--- src/hdl/sist_pkg.sv ---
// types, constants and codes shared by the sorted integer set table
package sist_pkg;

  localparam int CAPACITY  = 256;
  localparam int KEY_WIDTH = 32;
  localparam int VALUE_W   = 32;
  localparam int ADDR_W    = $clog2(CAPACITY);
  localparam int CNT_W     = $clog2(CAPACITY + 1);

  typedef logic [KEY_WIDTH-1:0] key_t;
  typedef logic [ADDR_W-1:0]    addr_t;
  typedef logic [CNT_W-1:0]     cnt_t;

  localparam key_t KEY_SIGN = key_t'(1) << (KEY_WIDTH - 1);
  localparam cnt_t CNT_FULL = cnt_t'(CAPACITY);

  typedef enum logic [1:0] {
    ACT_INSERT = 2'd0,
    ACT_MEMBER = 2'd1,
    ACT_DELETE = 2'd2
  } action_t;

  typedef enum logic [1:0] {
    STAT_OK     = 2'd0,
    STAT_DUP    = 2'd1,
    STAT_ABSENT = 2'd2,
    STAT_FULL   = 2'd3
  } status_t;

  typedef enum logic [3:0] {
    S_IDLE,
    S_SEARCH,
    S_CMP,
    S_INS,
    S_INS_TAIL,
    S_INS_KEY,
    S_DEL,
    S_DEL_TAIL,
    S_DONE
  } state_t;

  typedef struct packed {
    logic  we;
    addr_t waddr;
    key_t  wdata;
    addr_t raddr;
  } mem_req_t;

  typedef struct packed {
    logic    vld;
    status_t status;
    cnt_t    count;
  } res_t;

endpackage

--- src/hdl/sist_ctrl.sv ---
// sequencer: binary search over the memory, then for insert and delete shift entries one per cycle
module sist_ctrl
  import sist_pkg::*;
(
  input  logic                      clk,
  input  logic                      rst_n,
  input  logic                      in_valid,
  input  logic [1:0]                in_action,
  input  logic signed [VALUE_W-1:0] in_value,
  output logic                      in_ready,
  input  key_t                      rd_data,
  output mem_req_t                  mem_req,
  output res_t                      res,
  input  logic                      res_ready
);

  state_t     state_r, state_nxt;
  cnt_t       held_r, held_nxt;
  logic       wb_vld_r, wb_vld_nxt;
  addr_t      wb_addr_r, wb_addr_nxt;
  addr_t      idx_r, idx_nxt;
  cnt_t       lo_r, lo_nxt;
  cnt_t       hi_r, hi_nxt;
  cnt_t       mid_r, mid_nxt;
  logic       found_r, found_nxt;
  key_t       key_r, key_nxt;
  logic [1:0] act_r, act_nxt;
  status_t    status_r, status_nxt;

  logic           accept;
  logic           search_done;
  logic [CNT_W:0] mid_sum;
  cnt_t           mid_w;
  cnt_t           lo_p1;
  cnt_t           held_m1;
  addr_t          pos;

  assign accept      = in_valid && in_ready;
  assign search_done = (lo_r >= hi_r);
  assign mid_sum     = {1'b0, lo_r} + {1'b0, hi_r};
  assign mid_w       = mid_sum[CNT_W:1];
  assign lo_p1       = lo_r + cnt_t'(1);
  assign held_m1     = held_r - cnt_t'(1);
  assign pos         = lo_r[ADDR_W-1:0];

  // next state
  always_comb begin
    state_nxt = state_r;
    unique case (state_r)
      S_IDLE: begin
        if (accept) begin
          state_nxt = S_SEARCH;
        end
      end
      S_SEARCH: begin
        if (!search_done) begin
          state_nxt = S_CMP;
        end else begin
          case (action_t'(act_r))
            ACT_INSERT: begin
              if (found_r || held_r == CNT_FULL) begin
                state_nxt = S_DONE;
              end else if (lo_r == held_r) begin
                state_nxt = S_INS_KEY;
              end else begin
                state_nxt = S_INS;
              end
            end
            ACT_DELETE: begin
              if (!found_r) begin
                state_nxt = S_DONE;
              end else if (lo_p1 == held_r) begin
                state_nxt = S_DEL_TAIL;
              end else begin
                state_nxt = S_DEL;
              end
            end
            default: state_nxt = S_DONE;
          endcase
        end
      end
      S_CMP:      state_nxt = S_SEARCH;
      S_INS: begin
        if (idx_r == pos) begin
          state_nxt = S_INS_TAIL;
        end
      end
      S_INS_TAIL: state_nxt = S_INS_KEY;
      S_INS_KEY:  state_nxt = S_DONE;
      S_DEL: begin
        if (idx_r == held_m1[ADDR_W-1:0]) begin
          state_nxt = S_DEL_TAIL;
        end
      end
      S_DEL_TAIL: state_nxt = S_DONE;
      S_DONE: begin
        if (res_ready) begin
          state_nxt = S_IDLE;
        end
      end
      default:    state_nxt = S_IDLE;
    endcase
  end

  // datapath and outputs
  always_comb begin
    held_nxt    = held_r;
    wb_vld_nxt  = 1'b0;
    wb_addr_nxt = wb_addr_r;
    idx_nxt     = idx_r;
    lo_nxt      = lo_r;
    hi_nxt      = hi_r;
    mid_nxt     = mid_r;
    found_nxt   = found_r;
    key_nxt     = key_r;
    act_nxt     = act_r;
    status_nxt  = status_r;

    mem_req.we    = wb_vld_r;
    mem_req.waddr = wb_addr_r;
    mem_req.wdata = rd_data;
    mem_req.raddr = mid_w[ADDR_W-1:0];

    in_ready   = (state_r == S_IDLE);
    res.vld    = (state_r == S_DONE);
    res.status = status_r;
    res.count  = held_r;

    unique case (state_r)
      S_IDLE: begin
        if (accept) begin
          key_nxt   = key_t'(in_value[KEY_WIDTH-1:0]) ^ KEY_SIGN;
          act_nxt   = in_action;
          lo_nxt    = '0;
          hi_nxt    = held_r;
          found_nxt = 1'b0;
        end
      end
      S_SEARCH: begin
        mid_nxt = mid_w;
        if (search_done) begin
          case (action_t'(act_r))
            ACT_INSERT: begin
              if (found_r) begin
                status_nxt = STAT_DUP;
              end else if (held_r == CNT_FULL) begin
                status_nxt = STAT_FULL;
              end else begin
                idx_nxt = held_m1[ADDR_W-1:0];
              end
            end
            ACT_DELETE: begin
              status_nxt = found_r ? STAT_OK : STAT_ABSENT;
              idx_nxt    = lo_p1[ADDR_W-1:0];
            end
            default: status_nxt = found_r ? STAT_OK : STAT_ABSENT;
          endcase
        end
      end
      S_CMP: begin
        if (rd_data < key_r) begin
          lo_nxt = mid_r + cnt_t'(1);
        end else begin
          hi_nxt = mid_r;
        end
        if (rd_data == key_r) begin
          found_nxt = 1'b1;
        end
      end
      S_INS: begin
        mem_req.raddr = idx_r;
        wb_vld_nxt    = 1'b1;
        wb_addr_nxt   = idx_r + addr_t'(1);
        idx_nxt       = idx_r - addr_t'(1);
      end
      S_INS_TAIL: ;
      S_INS_KEY: begin
        mem_req.we    = 1'b1;
        mem_req.waddr = pos;
        mem_req.wdata = key_r;
        held_nxt      = held_r + cnt_t'(1);
        status_nxt    = STAT_OK;
      end
      S_DEL: begin
        mem_req.raddr = idx_r;
        wb_vld_nxt    = 1'b1;
        wb_addr_nxt   = idx_r - addr_t'(1);
        idx_nxt       = idx_r + addr_t'(1);
      end
      S_DEL_TAIL: begin
        held_nxt = held_m1;
      end
      S_DONE: ;
      default: ;
    endcase
  end

  always_ff @(posedge clk) begin
    if (!rst_n) begin
      state_r  <= S_IDLE;
      held_r   <= '0;
      wb_vld_r <= 1'b0;
    end else begin
      state_r  <= state_nxt;
      held_r   <= held_nxt;
      wb_vld_r <= wb_vld_nxt;
    end
  end

  always_ff @(posedge clk) begin
    wb_addr_r <= wb_addr_nxt;
    idx_r     <= idx_nxt;
    lo_r      <= lo_nxt;
    hi_r      <= hi_nxt;
    mid_r     <= mid_nxt;
    found_r   <= found_nxt;
    key_r     <= key_nxt;
    act_r     <= act_nxt;
    status_r  <= status_nxt;
  end

endmodule

--- config.mk ---
export PLATFORM = sky130hd
export DESIGN_NAME = sist_ctrl
export DESIGN_NICKNAME = d
export VERILOG_FILES = /design/src/hdl/sist_pkg.sv /design/src/hdl/sist_ctrl.sv
export SDC_FILE = /design/constraint.sdc
export NUM_CORES = 1
export LEC_CHECK = 0
export BUFFER_PORTS_ARGS = -buffer_cell sky130_fd_sc_hd__buf_2
export CAP_MARGIN = 20
export CELL_PAD_IN_SITES_DETAIL_PLACEMENT = 1
export CELL_PAD_IN_SITES_GLOBAL_PLACEMENT = 1
export CORE_ASPECT_RATIO = 1.1
export CORE_MARGIN = 2
export CORE_UTILIZATION = 43
export CTS_CLUSTER_DIAMETER = 100
export DETAILED_ROUTE_END_ITERATION = 16
export PLACE_DENSITY = 0.83
export SLEW_MARGIN = 20
export SYNTH_ARGS = -nofsm -noshare
export SYNTH_HDL_FRONTEND = slang
export SYNTH_SLANG_ARGS = --single-unit
--- constraint.sdc ---
create_clock -name clk -period 3.8 [get_ports clk]
set_input_delay 0.38 -clock clk [delete_from_list [all_inputs] [get_ports clk]]
set_output_delay 0.38 -clock clk [all_outputs]
set_load 0.05 [all_outputs]
==> results of run 1 <==
-- layout make-up --
type,instances,area (um2),share of cell area [%]
multi-input combinational,529,3870,48.0
sequential,94,2680,33.2
timing repair buffer,141,731,9.05
tap,200,250,3.10
inverter,65,244,3.02
clock buffer,9,225,2.79
clock inverter,7,65.1,0.806
-- cell families (layout without fill, tap and decap cells) --
group                    Yosys count  in the layout  synth area share, %
buffers and inverters            109            222                 6.16
flip-flops                        94             94                 38.5
adder cells (fa/ha/maj)           57             57                 10.3
AO/OA/AOI/OAI                    133            133                 12.4
AND/OR/NAND/NOR                  222            222                 16.3
XOR/XNOR                          68             68                 8.54
multiplexers                      49             49                 7.75
-- synthesized netlist by cell type, types with 7 or more instances --
master and n:
nand2b_1 8, xor2_1 23, o21ai_0 33, xnor2_1 45, mux2_2 40, nand3_1 20
nor2_1 44, nor4_1 8, clkbuf_1 29, nand2_1 59, inv_1 64, ha_1 56
buf_2 10, and3_1 12, nor3_1 16, a21oi_1 38, a31oi_1 7, dfxtp_1 14
nand4_1 10, mux2i_1 9, and2_1 8, or3_1 9, edfxtp_1 80
-- through the flow --
stage               std cells  cell area (um2)
finish                   1045             8070
global route             1045             8070
CTS                      1045             8070
detailed placement       1029             7780
global placement         1029             7780
floorplan                 732             6980
-- sequential cells by signal, indices dropped and copies added (netlist names) --
| name | count |
|---|---|
| status_r | 2 |
| idx_r | 8 |
| wb_addr_r | 8 |
| wb_vld_r | 1 |
| found_r | 1 |
| mid_r | 9 |
| lo_r | 9 |
| state_r | 4 |
| act_r | 2 |
| key_r | 32 |
| hi_r | 9 |
| held_r | 9 |
-- worst max path at each step --
stage | from | end | slack [ns]
finish | state_r[0]$_SDFFE_PN0P_ | mem_req[13] | 0.43
global route | state_r[3]$_SDFFE_PN0P_ | mem_req[6] | 0.15
CTS | state_r[0]$_SDFFE_PN0P_ | mem_req[13] | 0.46
detailed placement | state_r[0]$_SDFFE_PN0P_ | mem_req[13] | 0.86
global placement | state_r[0]$_SDFFE_PN0P_ | mem_req[15] | 0.87
floorplan | state_r[1]$_SDFFE_PN0P_ | found_r$_DFFE_PP_ | 0.52
-- cells in the final DEF (no fill, tap or decap), types with 10 or more instances in the layout --
master	netlist	layout
and3_1	12	12
o21ai_0	33	33
nor3_1	16	16
nor2_1	44	43
xnor2_1	45	45
a21oi_1	38	38
inv_1	64	64
buf_2	10	131
nand4_1	10	10
dfxtp_1	14	14
ha_1	56	56
edfxtp_1	80	80
nand2_1	59	59
nand3_1	20	20
buf_4	0	10
mux2_2	40	40
xor2_1	23	23
-- per-layer routing --
metal	routed length (um)	global-route usage [%]
met1	9080	31.2
met2	10400	43.6
met3	1270	5.17
met4	470	8.83
met5	0	0
-- power breakdown --
| group | internal (mW) | switching (mW) | total (mW) |
|---|---|---|---|
| registers | 1.58 | 0.387 | 1.97 |
| logic | 1.04 | 2.11 | 3.15 |
| clock network | 0.461 | 0.462 | 0.923 |
| total | 3.08 | 2.96 | 6.04 |
==> impl_metrics.env, run 1 <==
export IMPL_status="finished clean"
export IMPL_ys_ff_latch=94
export IMPL_rows=48
export IMPL_antenna_found_initial=1
export IMPL_p_total_mw=6.04
export IMPL_fin_ws_ns=0.432
export IMPL_h_tree_depth=3
export IMPL_rsz0062_at_grt="false"
export IMPL_area_growth_pct=15.8
export IMPL_crit_family="simple AND/OR/NAND/NOR gates"
export IMPL_synth_warnings=0
export IMPL_critPathMaxFanout=35
export IMPL_finalClockSkew_ns=0.0103
export IMPL_routed_wl_um=21200
export IMPL_vias_per_cell=5.75
export IMPL_r2r_end="status_r[0]$_SDFFCE_PP0P_"
export IMPL_timing_hold_ws_ns=0.184
export IMPL_crit_path_end_kind="output pin"
export IMPL_coreArea_um2=15800
export IMPL_dp_final_hpwl_um=15900
export IMPL_synth_largest_area_cell="edfxtp_1"
export IMPL_syn_area_um2=6970
export IMPL_track_usage_pct=25.1
export IMPL_cts_setup_buffers=0
export IMPL_rrSetupSlack_ns=0.92
export IMPL_clk_pin_slew_ns=0.08
export IMPL_grt_pass1_wl_um=33800
export IMPL_grt_pass1_vias=6274
export IMPL_start_util_pct=44.1
export IMPL_maxSlewHeadroom_pct=37.1
export IMPL_fin_util_pct=51.1
export IMPL_ios=132
export IMPL_finalWeightedCongestion=0.888
export IMPL_vias=6006
export IMPL_cpMaxStageDelayCell="dfxtp_1"
export IMPL_fp_dieH_um=138
export IMPL_synth_edf_count=80
export IMPL_globalRouteOverflowTotal=0
export IMPL_drtIter0Drc=492
export IMPL_path_cells="nand2b_1 -> or2_2 -> nor2_4 -> buf_4 -> mux2_2 -> buf_2"
export IMPL_slew_viol_final=0
export IMPL_cp_depth=6
export IMPL_min_period_over_period_pct=88.6
export IMPL_synth_nets=859
export IMPL_slowest_delay_ns=0.56
export IMPL_ctsResizeCount=0
export IMPL_ir_worst_vdd_uv=417
export IMPL_fmax_mhz=297
export IMPL_yosysTopAreaCellShare_pct=34.5
export IMPL_seq_area_frac_synth_pct=38.5
export IMPL_ctsLongestPathBuffers=2
export IMPL_worstHoldEndpoint="key_r[16]$_DFFE_PP_"
export IMPL_yosys_top_cells_area="edfxtp_1, ha_1, mux2_2, xnor2_1, dfxtp_1"
export IMPL_ctsHoldBuffers=0
export IMPL_crit_buf_inv=2
export IMPL_dp_slack_ns=0.863
export IMPL_die_w_um=125
export IMPL_drtAntennaViolNets=0
export IMPL_ys_types=69
export IMPL_antenna_cells=0
export IMPL_numCtsBuffers=9
export IMPL_min_from="in_value[16]"
export IMPL_final_nets=967
export IMPL_n_fill_cell=1849
export IMPL_hold_viol_final=0
export IMPL_r2r_start="held_r[0]$_SDFFE_PN0P_"
export IMPL_clock_latency_ns=0.36
export IMPL_critPathLaunchType="register"
export IMPL_setup_tns_ns=0
export IMPL_cts_sinks=94
export IMPL_worst_slew_pin_slew_ns=0.939
export IMPL_fp_dieArea_um2=17200
export IMPL_synthArstFlopShare_pct=0
export IMPL_min_path_cells=1
export IMPL_wl_per_cell_um=20.3
export IMPL_cts_tree="built"
export IMPL_max_cap_viol_count=0
export IMPL_period_needed_ns=3.37
export IMPL_worstPathArrival_ns=2.99
export IMPL_cts_root_buf="clkbuf_16"
export IMPL_ys_flop_type="edfxtp_1"
export IMPL_r2r_cells=7
export IMPL_drtPass1Iterations=4
export IMPL_hold_path_class="in2reg"
export IMPL_syn_area_per_cell_um2=9.52
export IMPL_cellPowerDensity_nw_per_um2=748
export IMPL_drc=0
export IMPL_grt_max_degree=36
export IMPL_crit_required_ns=3.42
export IMPL_port_buffers=131
export IMPL_finalSetupViolations=0
export IMPL_synthCells=732
export IMPL_p_leak_nw=3.43
export IMPL_drive_gt1_share_pct=25.0
export IMPL_crit_type="reg2out"
Note: power is estimated with default switching activity, not from simulation.
==> run 2: changes to the inputs <==
Settings changed: REMOVE_ABC_BUFFERS set to 1, SETUP_SLACK_MARGIN set to 0.4.
==> run 2 against run 1 <==
Sequential share of layout area decreased by 0.092 points. Sequential power about the same. Wire length decreased by 1.8%. Setup slack improved by 0.15 ns. Clock skew decreased by 0.0034 ns. Via count increased by 0.18%. Cell count increased by 0.38%. Global-route usage decreased by 0.49 points. Power decreased by 1.3%. Non-clock buffer count increased by 4.
==> impl_metrics.env, run 2 (synthesized netlist as in run 1, its figures left out) <==
export IMPL_grt_max_degree=36
export IMPL_drc=0
export IMPL_setup_tns_ns=0
export IMPL_area_growth_pct=16.1
export IMPL_cts_tree="built"
export IMPL_fmax_mhz=311
export IMPL_ios=132
export IMPL_worstPathArrival_ns=2.84
export IMPL_final_nets=971
export IMPL_crit_type="reg2out"
export IMPL_fp_dieH_um=138
export IMPL_power_internal_mw=3.07
export IMPL_period_needed_ns=3.22
export IMPL_clk_pin_slew_ns=0.07
export IMPL_finalSetupViolations=0
export IMPL_vias=6017
export IMPL_p_seq_share_pct=33.3
export IMPL_port_buffers=131
export IMPL_max_cap_viol_count=0
export IMPL_cellPowerDensity_nw_per_um2=736
export IMPL_critPathLaunchType="register"
export IMPL_fin_cells=1049
export IMPL_routed_wl_um=20800
export IMPL_clock_latency_ns=0.36
export IMPL_drtPass1Iterations=5
export IMPL_netSwitchingFraction_pct=48.4
export IMPL_largest_register_ffs=32
export IMPL_critPathMaxFanout=10
export IMPL_netSwitchingPower_mw=2.89
export IMPL_final_cell_mix="buf_2, edfxtp_1, inv_1"
export IMPL_finalWeightedCongestion=0.888
export IMPL_drive_gt1_share_pct=25.0
export IMPL_grt_pass1_wl_um=33300
export IMPL_slew_viol_final=0
export IMPL_status="finished clean"
export IMPL_vias_per_cell=5.74
export IMPL_p_comb_share_pct=52.5
export IMPL_track_usage_pct=24.6
export IMPL_start_util_pct=44.1
export IMPL_ctsHoldBuffers=0
export IMPL_antenna_cells=0
export IMPL_ir_worst_vdd_uv=320
export IMPL_p_leak_nw=3.44
export IMPL_crit_required_ns=3.42
export IMPL_regMostFlops="key_r"
export IMPL_layout_commonest_cell="buf_2"
export IMPL_maxSlewHeadroom_pct=39.9
export IMPL_die_w_um=125
export IMPL_grt_pass1_vias=6272
export IMPL_rows=48
export IMPL_wl_per_cell_um=19.8
export IMPL_drtAntennaViolNets=0
export IMPL_crit_path_end_kind="output pin"
export IMPL_cts_sinks=94
export IMPL_finalClockSkew_ns=0.00696
export IMPL_coreArea_um2=15800
export IMPL_p_clk_share_pct=14.2
export IMPL_fp_dieArea_um2=17200
export IMPL_h_tree_depth=3
export IMPL_min_period_over_period_pct=84.7
export IMPL_dp_final_hpwl_um=15900
export IMPL_ctsLongestPathBuffers=2
export IMPL_antenna_found_initial=0
export IMPL_rrSetupSlack_ns=0.98
export IMPL_hold_path_class="in2reg"
export IMPL_worst_slew_pin_slew_ns=0.892
export IMPL_hold_viol_final=0
export IMPL_dp_cells=1029
export IMPL_globalRouteOverflowTotal=0
export IMPL_rsz0062_at_grt="false"
export IMPL_numCtsBuffers=9
export IMPL_drtIter0Drc=409
export IMPL_n_fill_cell=1838
export IMPL_cts_root_buf="clkbuf_16"
-- run 2: cell count changes in the layout (fill, tap and decap cells not counted), sizes merged --
| cell | change |
|---|---|
| buf | +4 |
| inv | -4 |
| clkbuf | +2 |
| clkinv | +2 |
-- run 2: stage by stage --
step / power [mW] / util, % / hold WS [ns] / area (um2) / worst slack (ns)
floorplan: 4.11 / - / 0.479 / 6790 / -0.439
global placement: 4.97 / 49.4 / 0.556 / 7800 / 1.02
detailed placement: 5.06 / 49.4 / 0.559 / 7800 / 0.944
CTS: 5.94 / 51.0 / 0.177 / 8060 / 0.555
global route: 6.35 / 51.2 / 0.184 / 8090 / 0.415
finish: 5.96 / 51.2 / 0.188 / 8090 / 0.583
-- run 2: layer usage --
metal  track usage [%]  vias to the layer above  wire length (um)
li1                  -                     2841                 -
met1              30.3                     2920              8880
met2              42.8                      220             10100
met3              4.47                       36              1340
met4              10.2                        0               477
met5                 0                        -                 0
-- run 2: final cells by class --
type / count / area [um2] / share of cell area [%]
repair buffers: 145 / 786 / 9.71
clock inverters: 5 / 27.5 / 0.340
inverters: 65 / 248 / 3.06
clock buffers: 11 / 233 / 2.88
flip-flops and latches: 94 / 2680 / 33.1
multi-input cells: 529 / 3870 / 47.8
well taps: 200 / 250 / 3.09
-- run 2: path summary, 6_finish.rpt --
check | start | endpoint | cells after the start
max | lo_r[2]$_SDFFCE_PN0P_ | mem_req[6] | 7
min | in_value[20] | key_r[20]$_DFFE_PP_ | 1
max reg2reg | held_r[0]$_SDFFE_PN0P_ | status_r[0]$_SDFFCE_PP0P_ | 7
min reg2reg | state_r[3]$_SDFFE_PN0P_ | state_r[3]$_SDFFE_PN0P_ | 2
-- run 2: power by group through the flow --
| stage | Combinational (mW) | Clock [mW] | Sequential [mW] |
|---|---|---|---|
| finish | 3.13 | 0.848 | 1.98 |
| global route | 3.43 | 0.894 | 2.02 |
| CTS | 3.09 | 0.863 | 1.98 |
| detailed placement | 3.06 | 0 | 2.00 |
| global placement | 2.99 | 0 | 1.98 |
| floorplan | 2.25 | 0 | 1.86 |
-- run 2: critical path, cell delays in order (launching register included) --
cell and delay (ns):
edfxtp_1 0.60, ha_1 0.46, a21oi_1 0.19, o21ai_0 0.14, a211o_1 0.33, a2111oi_0 0.34
nand3b_1 0.16, buf_2 0.26
-- run 2: what timing repair did --
item                       4_1_cts  5_1_grt
setup endpoints to repair        0        2
gates resized for setup          0        1
buffers inserted                 0        4
